<file path="config.mk">
export PLATFORM = sky130hd
export DESIGN_NAME = ppe_ctrl
export DESIGN_NICKNAME = d
export VERILOG_FILES = /design/src/hw/rtl/ppe_pkg.sv /design/src/hw/rtl/ppe_ctrl.sv
export SDC_FILE = /design/constraint.sdc
export NUM_CORES = 1
export LEC_CHECK = 0
export BUFFER_PORTS_ARGS = -buffer_cell sky130_fd_sc_hd__buf_2
export CORE_ASPECT_RATIO = 0.7
export CORE_UTILIZATION = 37
export DETAILED_ROUTE_END_ITERATION = 10
export GPL_TIMING_DRIVEN = 1
export SYNTH_ARGS = -nofsm -noshare
export SYNTH_HDL_FRONTEND = slang
export SYNTH_SLANG_ARGS = --single-unit
</file>
<file path="constraint.sdc">
create_clock -name clk_i -period 5.19 [get_ports clk_i]
set_input_delay 1.2975 -clock clk_i [delete_from_list [all_inputs] [get_ports clk_i]]
set_output_delay 1.2975 -clock clk_i [all_outputs]
set_load 0.01 [all_outputs]
</file>
<file path="src/hw/rtl/ppe_pkg.sv">
// Shared types and constants for the pivoted pairwise elimination block.
`default_nettype none
package ppe_pkg;

  localparam int unsigned DimDefault = 16;
  localparam int unsigned ReqW       = 3;
  localparam int unsigned IdxInW     = 4;
  localparam int unsigned DataW      = 32;
  localparam int unsigned StatW      = 2;
  localparam int unsigned InTdataW   = 48;
  localparam int unsigned OutTdataW  = 40;

  typedef enum logic [2:0] {
    REQ_WR_MAT   = 3'd0,
    REQ_WR_VEC   = 3'd1,
    REQ_RD_MAT   = 3'd2,
    REQ_RD_VEC   = 3'd3,
    REQ_ROW_STEP = 3'd4,
    REQ_COL_STEP = 3'd5
  } req_e;

  localparam logic [1:0] ST_DONE = 2'd0;
  localparam logic [1:0] ST_NOP  = 2'd1;
  localparam logic [1:0] ST_SWAP = 2'd2;

  typedef enum logic [4:0] {
    OP_NONE, OP_LOAD, OP_WR_REQ, OP_RD_REQ, OP_RES_RD, OP_SET_NOP,
    OP_RD_D, OP_RD_E, OP_LATCH_E, OP_DIV_INIT, OP_DIV_STEP, OP_WR_RC,
    OP_WR_PIV, OP_LA, OP_LB, OP_MUL, OP_WE, OP_WP, OP_INC, OP_PUBLISH
  } op_e;

  typedef struct packed {
    op_e  op;
    logic vec;
  } cmd_t;

  typedef struct packed {
    req_e req;
    logic rc_ok;
    logic r_ok;
    logic step_ok;
    logic both_zero;
    logic swap;
    logic div_last;
    logic loop_empty;
    logic loop_last;
    logic out_free;
  } sts_t;

endpackage
`default_nettype wire

</file>
<file path="src/hw/rtl/ppe_ctrl.sv">
// Sequencer for requests and elimination steps.
`default_nettype none
module ppe_ctrl (
  input  wire logic          clk_i,
  input  wire logic          rst_ni,
  input  wire logic          in_valid_i,
  output logic               in_ready_o,
  input  wire ppe_pkg::sts_t sts_i,
  output ppe_pkg::cmd_t      cmd_o
);
  import ppe_pkg::*;

  typedef enum logic [15:0] {
    S_IDLE    = 16'h0001,
    S_DECODE  = 16'h0002,
    S_RDWAIT  = 16'h0004,
    S_FETCH_E = 16'h0008,
    S_CHECK   = 16'h0010,
    S_EVAL    = 16'h0020,
    S_DIV     = 16'h0040,
    S_WR_RC   = 16'h0080,
    S_WR_PIV  = 16'h0100,
    S_LA      = 16'h0200,
    S_LB      = 16'h0400,
    S_MUL     = 16'h0800,
    S_WE      = 16'h1000,
    S_WP      = 16'h2000,
    S_NEXT    = 16'h4000,
    S_DONE    = 16'h8000
  } state_e;

  state_e state_q, state_d;
  logic   vec_q, vec_d;

  always_comb begin
    state_d    = state_q;
    vec_d      = vec_q;
    cmd_o.op   = OP_NONE;
    cmd_o.vec  = vec_q;
    in_ready_o = 1'b0;
    unique case (state_q)
      S_IDLE: begin
        in_ready_o = 1'b1;
        vec_d      = 1'b0;
        if (in_valid_i) begin
          cmd_o.op = OP_LOAD;
          state_d  = S_DECODE;
        end
      end
      S_DECODE: begin
        state_d = S_DONE;
        case (sts_i.req)
          REQ_WR_MAT: if (sts_i.rc_ok) cmd_o.op = OP_WR_REQ;
          REQ_WR_VEC: if (sts_i.r_ok) cmd_o.op = OP_WR_REQ;
          REQ_RD_MAT: begin
            if (sts_i.rc_ok) begin
              cmd_o.op = OP_RD_REQ;
              state_d  = S_RDWAIT;
            end
          end
          REQ_RD_VEC: begin
            if (sts_i.r_ok) begin
              cmd_o.op = OP_RD_REQ;
              state_d  = S_RDWAIT;
            end
          end
          REQ_ROW_STEP, REQ_COL_STEP: begin
            if (sts_i.step_ok) begin
              cmd_o.op = OP_RD_D;
              state_d  = S_FETCH_E;
            end else begin
              cmd_o.op = OP_SET_NOP;
            end
          end
          default: cmd_o.op = OP_NONE;
        endcase
      end
      S_RDWAIT: begin
        cmd_o.op = OP_RES_RD;
        state_d  = S_DONE;
      end
      S_FETCH_E: begin
        cmd_o.op = OP_RD_E;
        state_d  = S_CHECK;
      end
      S_CHECK: begin
        cmd_o.op = OP_LATCH_E;
        state_d  = S_EVAL;
      end
      S_EVAL: begin
        if (sts_i.both_zero) begin
          cmd_o.op = OP_SET_NOP;
          state_d  = S_DONE;
        end else begin
          cmd_o.op = OP_DIV_INIT;
          state_d  = S_DIV;
        end
      end
      S_DIV: begin
        cmd_o.op = OP_DIV_STEP;
        if (sts_i.div_last) state_d = S_WR_RC;
      end
      S_WR_RC: begin
        cmd_o.op = OP_WR_RC;
        if (sts_i.swap) begin
          state_d = S_WR_PIV;
        end else begin
          vec_d   = sts_i.loop_empty;
          state_d = S_LA;
        end
      end
      S_WR_PIV: begin
        cmd_o.op = OP_WR_PIV;
        vec_d    = sts_i.loop_empty;
        state_d  = S_LA;
      end
      S_LA: begin
        cmd_o.op = OP_LA;
        state_d  = S_LB;
      end
      S_LB: begin
        cmd_o.op = OP_LB;
        state_d  = S_MUL;
      end
      S_MUL: begin
        cmd_o.op = OP_MUL;
        state_d  = S_WE;
      end
      S_WE: begin
        cmd_o.op = OP_WE;
        if (sts_i.swap) state_d = S_WP;
        else state_d = vec_q ? S_DONE : S_NEXT;
      end
      S_WP: begin
        cmd_o.op = OP_WP;
        state_d  = vec_q ? S_DONE : S_NEXT;
      end
      S_NEXT: begin
        cmd_o.op = OP_INC;
        if (sts_i.loop_last) vec_d = 1'b1;
        state_d = S_LA;
      end
      S_DONE: begin
        if (sts_i.out_free) begin
          cmd_o.op = OP_PUBLISH;
          state_d  = S_IDLE;
        end
      end
      default: state_d = S_IDLE;
    endcase
  end

  always_ff @(posedge clk_i or negedge rst_ni) begin
    if (!rst_ni) begin
      state_q <= S_IDLE;
      vec_q   <= 1'b0;
    end else begin
      state_q <= state_d;
      vec_q   <= vec_d;
    end
  end

endmodule
`default_nettype wire

</file>
==> results.md, run 1 <==
* Postcts setup bufs at 0
* Layout cells sized above 1 at 24.4%
* Placed Cells at 207
* Cell area after synthesis at 1270 µm²
* Unrepaired setup endpoints after global routing: false
* Antenna violations before repair at 0
* #FFs+latches synth at 17
* Cell Rows at 17
* Post-cts resize count at 0
* Total GRT Usage at 19.5%
* Non-filler instance count after layout at 211
* Pint at 273 µW
* Root Buffer: clkbuf_8
* Library cells used by synthesis at 48
* Clock power frac at 22.1%
* Layout Nets at 180
* Clock buffer count from CTS at 3
* Slowest stage cell, crit path: mux2_2
* Syn nets at 161
* Tot Pwr at 464 µW
* Antenna diodes at 0
* Largest net degree at the start of global routing at 18
* Routability cong. at 0.886
* Synth area leaders: dfrtp_1 (32%), nor4_4 (5.0%), nor2_1 (4.7%), nor2b_1 (3.4%), nand3_1 (3.2%)
* Sequential area share after synthesis at 33.6%
* Port bufs at 21
* Post-Route WL at 3280 µm
* Drt pass-1 iters at 4
* Relative slew margins at 55.1%
* Status: complete, no violations
* Fin Clk Skew at 6.03 ps
* Post-DP Area at 1390 µm²
* Post-synth top area cell: dfrtp_1
* H-tree depth at 1
* Crit path largest cell delay at 330 ps
* Slew Viols, Final at 0
* Vias after detailed routing at 1,219
* Hold buffers post-CTS at 0
* Max_cap viols at 0
* Final setup vio count at 0
* Fin Setup TNS at 0 ps
* Total clock sinks at 17
* Average size of a mapped cell at 8.70 µm²
* Flop pwr share at 37.1%
* Number of vias per cell at 5.78
* Syn-to-layout area delta at 13.4%
* Lkg Pwr at 0.707 nW
* Die height at 51.0 µm
* Sw power at 191 µW
* Worst-path cell chain: buf_2 > mux2_2 > nand3_1 > o31ai_1 > a211oi_1 > nand3_1 > buf_2
* Clock Latency Late Sink at 260 ps
* Pwr dens at 322 nW/µm²
* Top_reg_cell synth: dfrtp_1
* Warnings from Yosys at 0
* Hold Path Class: flop to flop
* Routed Antenna Nets at 0
* Worst VDD drop at 185 µV
* Die ar. at 3670 µm²
* Final Hold Viols at 0
* Share of Yosys cell area claimed by the top area cell type at 31.5%
* Worst Tran Pin Value at 668 ps
* Global-route wire length before repair at 5440 µm
* Worst-path fanout max at 3
* DPL Wire Length at 2550 µm
* DRC at 0
* Clock-pin slew on the worst setup and hold paths at 70 ps
* Min cycle time layout at 3730 ps
* CTS Buffer Depth at 2
* Vias in the first global route at 1,125
* Initial DRC Count at 105
* CP Launch Type: primary input
* Starting density of the core at 39.5%
* Sw frac at 41.1%
* GRT overflow at 0
* Crit. End Element: primary output
* CTS tree: yes
* Die X-Extent at 72.0 µm
* WL/cell at 15.5 µm
* F_max at 0.268 GHz
* Tcrit/Tclk final at 71.9%
* Ports at 22
* Final core utilization at 44.8%
* Cell area after layout at 1440 µm²
* CORE AREA at 3210 µm²
* Comb pwr share at 40.9%
* Worst EP required at 3890 ps
* Post-synth EDFFs at 0
* Syn Inst Count at 146
* Worst endpoint data arrival time at 2430 ps
* Crit Path Category: primary input to primary output
* Async S/R FF share, synth at 100%
per-stage QoR:
stage / hold slack, ps / worst slack (ps)
after floorplan: 465 / 1760
after global placement: 535 / 1510
after detailed placement: 521 / 1490
after CTS: 534 / 1480
after global routing: 558 / 1270
final: 536 / 1460
cells in the final DEF (no fill, tap or decap), types with 2 or more instances in the layout:
master	count
buf_2	21
nor2_1	16
dfrtp_1	16
nand2_1	9
inv_1	8
nand3_1	8
nor2b_1	7
nor3_1	6
o21ai_0	5
nor4b_1	4
nand4_1	4
nor4_1	4
nand4b_1	4
a21oi_1	4
and3_1	4
nor4_4	3
nand3b_1	3
xor2_1	3
clkbuf_8	3
and4_1	2
nand2b_1	2
nor3_2	2
o22ai_1	2
critical path, delay by kind of cell:
kind | cells | cell delay [ps]
AO/OA/AOI/OAI | 2 | 340
multiplexers | 1 | 330
AND/OR/NAND/NOR | 2 | 230
buffers and inverters | 2 | 230
final cells by class:
type,instances,area (µm²)
Clock buffer,3,41.3
Clock inverter,1,5.00
Multi-Input combinational cell,114,773
Fill cell,318,1770
Tap cell,47,58.8
Timing Repair Buffer,21,105
Inverter,8,30.0
Sequential cell,17,427
synthesized netlist by cell type, types with 2 or more instances:
cell      count
nor3_2        2
nand3b_1      3
buf_2         2
nor2_1       16
nor3_1        6
inv_1         8
nand2b_1      2
nor4_1        4
nand2_1       9
xor2_1        3
nand3_1       8
nor4b_1       4
a21oi_1       4
and3_1        4
o22ai_1       2
nand4_1       4
nor4_4        3
dfrtp_1      16
o21ai_0       5
clkbuf_1      3
and4_1        2
nor2b_1       7
nand4b_1      4
kinds of logic (layout without fill, tap and decap cells):
family / Yosys count / in the layout / share of synthesized area [%]
and+or+nand+nor: 83 / 83 / 42.5
AOI/OAI and AO/OA: 25 / 25 / 14.0
xor gates and xnor gates: 4 / 4 / 2.76
DFF: 17 / 17 / 33.6
buffers and inverters: 15 / 33 / 5.52
muxes: 2 / 2 / 1.67
power groups by stage:
stage | combinational [mW] | sequential (mW) | clock [mW]
3_3_place_gp | 0.185 | 0.172 | 0
4_1_cts | 0.187 | 0.171 | 0.105
2_1_floorplan | 0.148 | 0.158 | 0
5_1_grt | 0.210 | 0.172 | 0.111
3_5_place_dp | 0.186 | 0.173 | 0
6_report | 0.190 | 0.172 | 0.102
final timing paths:
check	start	endpoint	slack (ps)	depth (start not counted)
min in group asynchronous	rst_ni	state_q[8]	950	1
max reg2reg	state_q[4]	state_q[0]	3130	5
min	vec_q	state_q[14]	540	1
max	sts_i[9]	cmd_o[1]	1460	7
max in group asynchronous	rst_ni	state_q[0]	3920	1
min reg2reg	vec_q	state_q[14]	540	1
flip-flops by register name (all words and copies together) (netlist names):
register and flops:
state_q 16, vec_q 1
routing by layer:
layer / vias up / global-route usage [%] / wire length, µm
li1: 583 / - / -
met1: 575 / 27.3 / 1500
met2: 55 / 29.9 / 1460
met3: 6 / 5.72 / 272
met4: 0 / 4.25 / 35
met5: - / 0 / 0
No activity file was read; power rests on OpenSTA's default activity.
==> inputs of run 2 (changes only) <==
Clock period 5.19 ns to 3.9 ns, I/O delays scaled along.
==> run 2 against run 1 <==
Against the previous run: global-route usage down 0.50 points; final area about the same; via count down 1.9%; setup slack worse by 920 ps; combinational power up 33%; largest cell class unchanged.
==> results.md, run 2 (synthesis gave the netlist of run 1 again) <==
* Cell area after layout at 1440 µm² (about the same)
* Layout cells sized above 1 at 23.8% (-0.61 points)
* Final Worst Setup Slack at 534 ps (-924 ps)
* Crit. End Element: primary output
* WL/cell at 15.1 µm (-2.8%)
* Relative slew margins at 58.8% (+3.7 points)
* Most common cell after layout, fill and taps aside: buf_2
* Worst EP required at 2920 ps (-970 ps)
* Tcrit/Tclk final at 86.3%
* DPL Wire Length at 2470 µm (-3.2%)
* Postcts setup bufs at 0 (unchanged)
* Routability cong. at 0.892 (+0.68%)
* Min cycle time layout at 3370 ps
* Unrepaired setup endpoints after global routing: false
* CP Launch Type: flop
* H-tree depth at 1 (unchanged)
* Tot Pwr at 613 µW (+32%)
* Post-Route WL at 3180 µm (-2.8%)
* Antenna diodes at 0 (unchanged)
* Clock buffer count from CTS at 3 (unchanged)
* Die X-Extent at 72.0 µm (unchanged)
* Routed Antenna Nets at 0 (unchanged)
* Cell Rows at 17 (unchanged)
* GRT overflow at 0 (unchanged)
* Ports at 22 (unchanged)
* Worst-path fanout max at 10 (+7)
* Worst endpoint data arrival time at 2390 ps (-40 ps)
* Global-route wire length before repair at 5290 µm (-2.8%)
* Most frequent cells in the layout: buf_2 (21), nor2_1 (16), dfrtp_1 (16)
* Biggest regs: state_q (16), vec_q (1)
* Vias in the first global route at 1,080 (-4.0%)
* Vias after detailed routing at 1,196 (-1.9%)
* Crit Path Category: flop to primary output
* DRC at 0 (unchanged)
* Die ar. at 3670 µm² (unchanged)
* Pre-CTS setup slack at 812 ps (-681 ps)
* Post-DP Area at 1390 µm² (unchanged)
* Hold Path Class: flop to flop
* Fillers at 302 (-5.0%)
* Root Buffer: clkbuf_8
* Number of vias per cell at 5.67 (-1.9%)
* Met1 usage at 28.0% (+0.75 points)
* Hold buffers post-CTS at 0 (unchanged)
* Placed Cells at 207 (unchanged)
* CTS tree: yes
* Final Hold Viols at 0 (unchanged)
* Total GRT Usage at 19.0% (-0.50 points)
* Lkg Pwr at 0.704 nW (-0.39%)
* Largest net degree at the start of global routing at 18 (unchanged)
* Non-filler instance count after layout at 211 (unchanged)
* Clock Latency Late Sink at 260 ps (about the same)
* Met3 GRT Util at 4.93% (-0.79 points)
* Worst Tran Pin Value at 613 ps (-55.2 ps)
* Initial DRC Count at 129 (+23%)
* Starting density of the core at 39.5% (unchanged)
* Most used routing layer: met1
* CTS Buffer Depth at 2 (unchanged)
* Port bufs at 21 (unchanged)
* Die height at 51.0 µm (unchanged)
* Max_cap viols at 0 (unchanged)
* F_max at 0.297 GHz
* Clock-pin slew on the worst setup and hold paths at 70 ps (about the same)
* Slew Viols, Final at 0 (unchanged)
* Met2 GRT Util at 27.8% (-2.0 points)
* Total clock sinks at 17 (unchanged)
* Worst VDD drop at 304 µV (+64%)
* Status: complete, no violations
* Drt pass-1 iters at 5 (+1)
* Antenna violations before repair at 0 (unchanged)
* CORE AREA at 3210 µm² (unchanged)
* Fin Clk Skew at 6.36 ps (+0.329 ps)
* Biggest register: state_q
* Syn-to-layout area delta at 13.3% (about the same)
* Post-cts resize count at 0 (unchanged)
* Pwr dens at 426 nW/µm² (+32%)
* Layout Nets at 180 (unchanged)
* Max reg flops at 16 (unchanged)
* Fin Setup TNS at 0 ps (unchanged)
* Final setup vio count at 0 (unchanged)
[run 2: power breakdown]
| part | switching, mW | internal (mW) | total, mW | leakage [nW] |
|---|---|---|---|---|
| Combinational | 0.153 | 0.0988 | 0.252 | 0.448 |
| Sequential | 0.0316 | 0.194 | 0.226 | 0.233 |
| Clock | 0.0627 | 0.0726 | 0.135 | 0.0228 |
[run 2: worst paths after layout]
check | start | to | slack, ps | depth (start not counted)
max in group asynchronous | rst_ni | state_q[0] | 2940 | 1
setup / recovery | state_q[8] | cmd_o[3] | 530 | 6
setup reg to reg | state_q[8] | state_q[14] | 1820 | 4
hold / removal | vec_q | state_q[14] | 560 | 1
min in group asynchronous | rst_ni | state_q[9] | 630 | 1
hold reg to reg | vec_q | state_q[14] | 560 | 1
[run 2: critical path, stage by stage (launching register included)]
cell     delay, ps
dfrtp_1        470
nor4_4         630
nand3_1        310
nor4_1         380
a21oi_1        110
nand3_1        100
buf_2          120
[run 2: layout make-up]
type                            instances  area, µm²  area share (%)
Sequential cell                        17        427            29.7
Inverter                                8       30.0            2.09
Clock buffer                            4       45.0            3.13
Multi-Input combinational cell        114        773            53.7
Timing Repair Buffer                   21        105            7.30
Tap cell                               47       58.8            4.09
[run 2: metal layers]
layer  share of wire [%]  routed length, µm
met5                   0                  0
met4                0.69                 22
met3                 6.0                191
met2                  43               1370
met1                  50               1600
[run 2: per-stage QoR]
| step | utilization, % | hold WS, ps |
|---|---|---|
| 2_1_floorplan | - | 465 |
| 3_3_place_gp | 43.4 | 526 |
| 3_5_place_dp | 43.4 | 550 |
| 4_1_cts | 44.8 | 563 |
| 5_1_grt | 44.8 | 604 |
| 6_report | 44.8 | 563 |
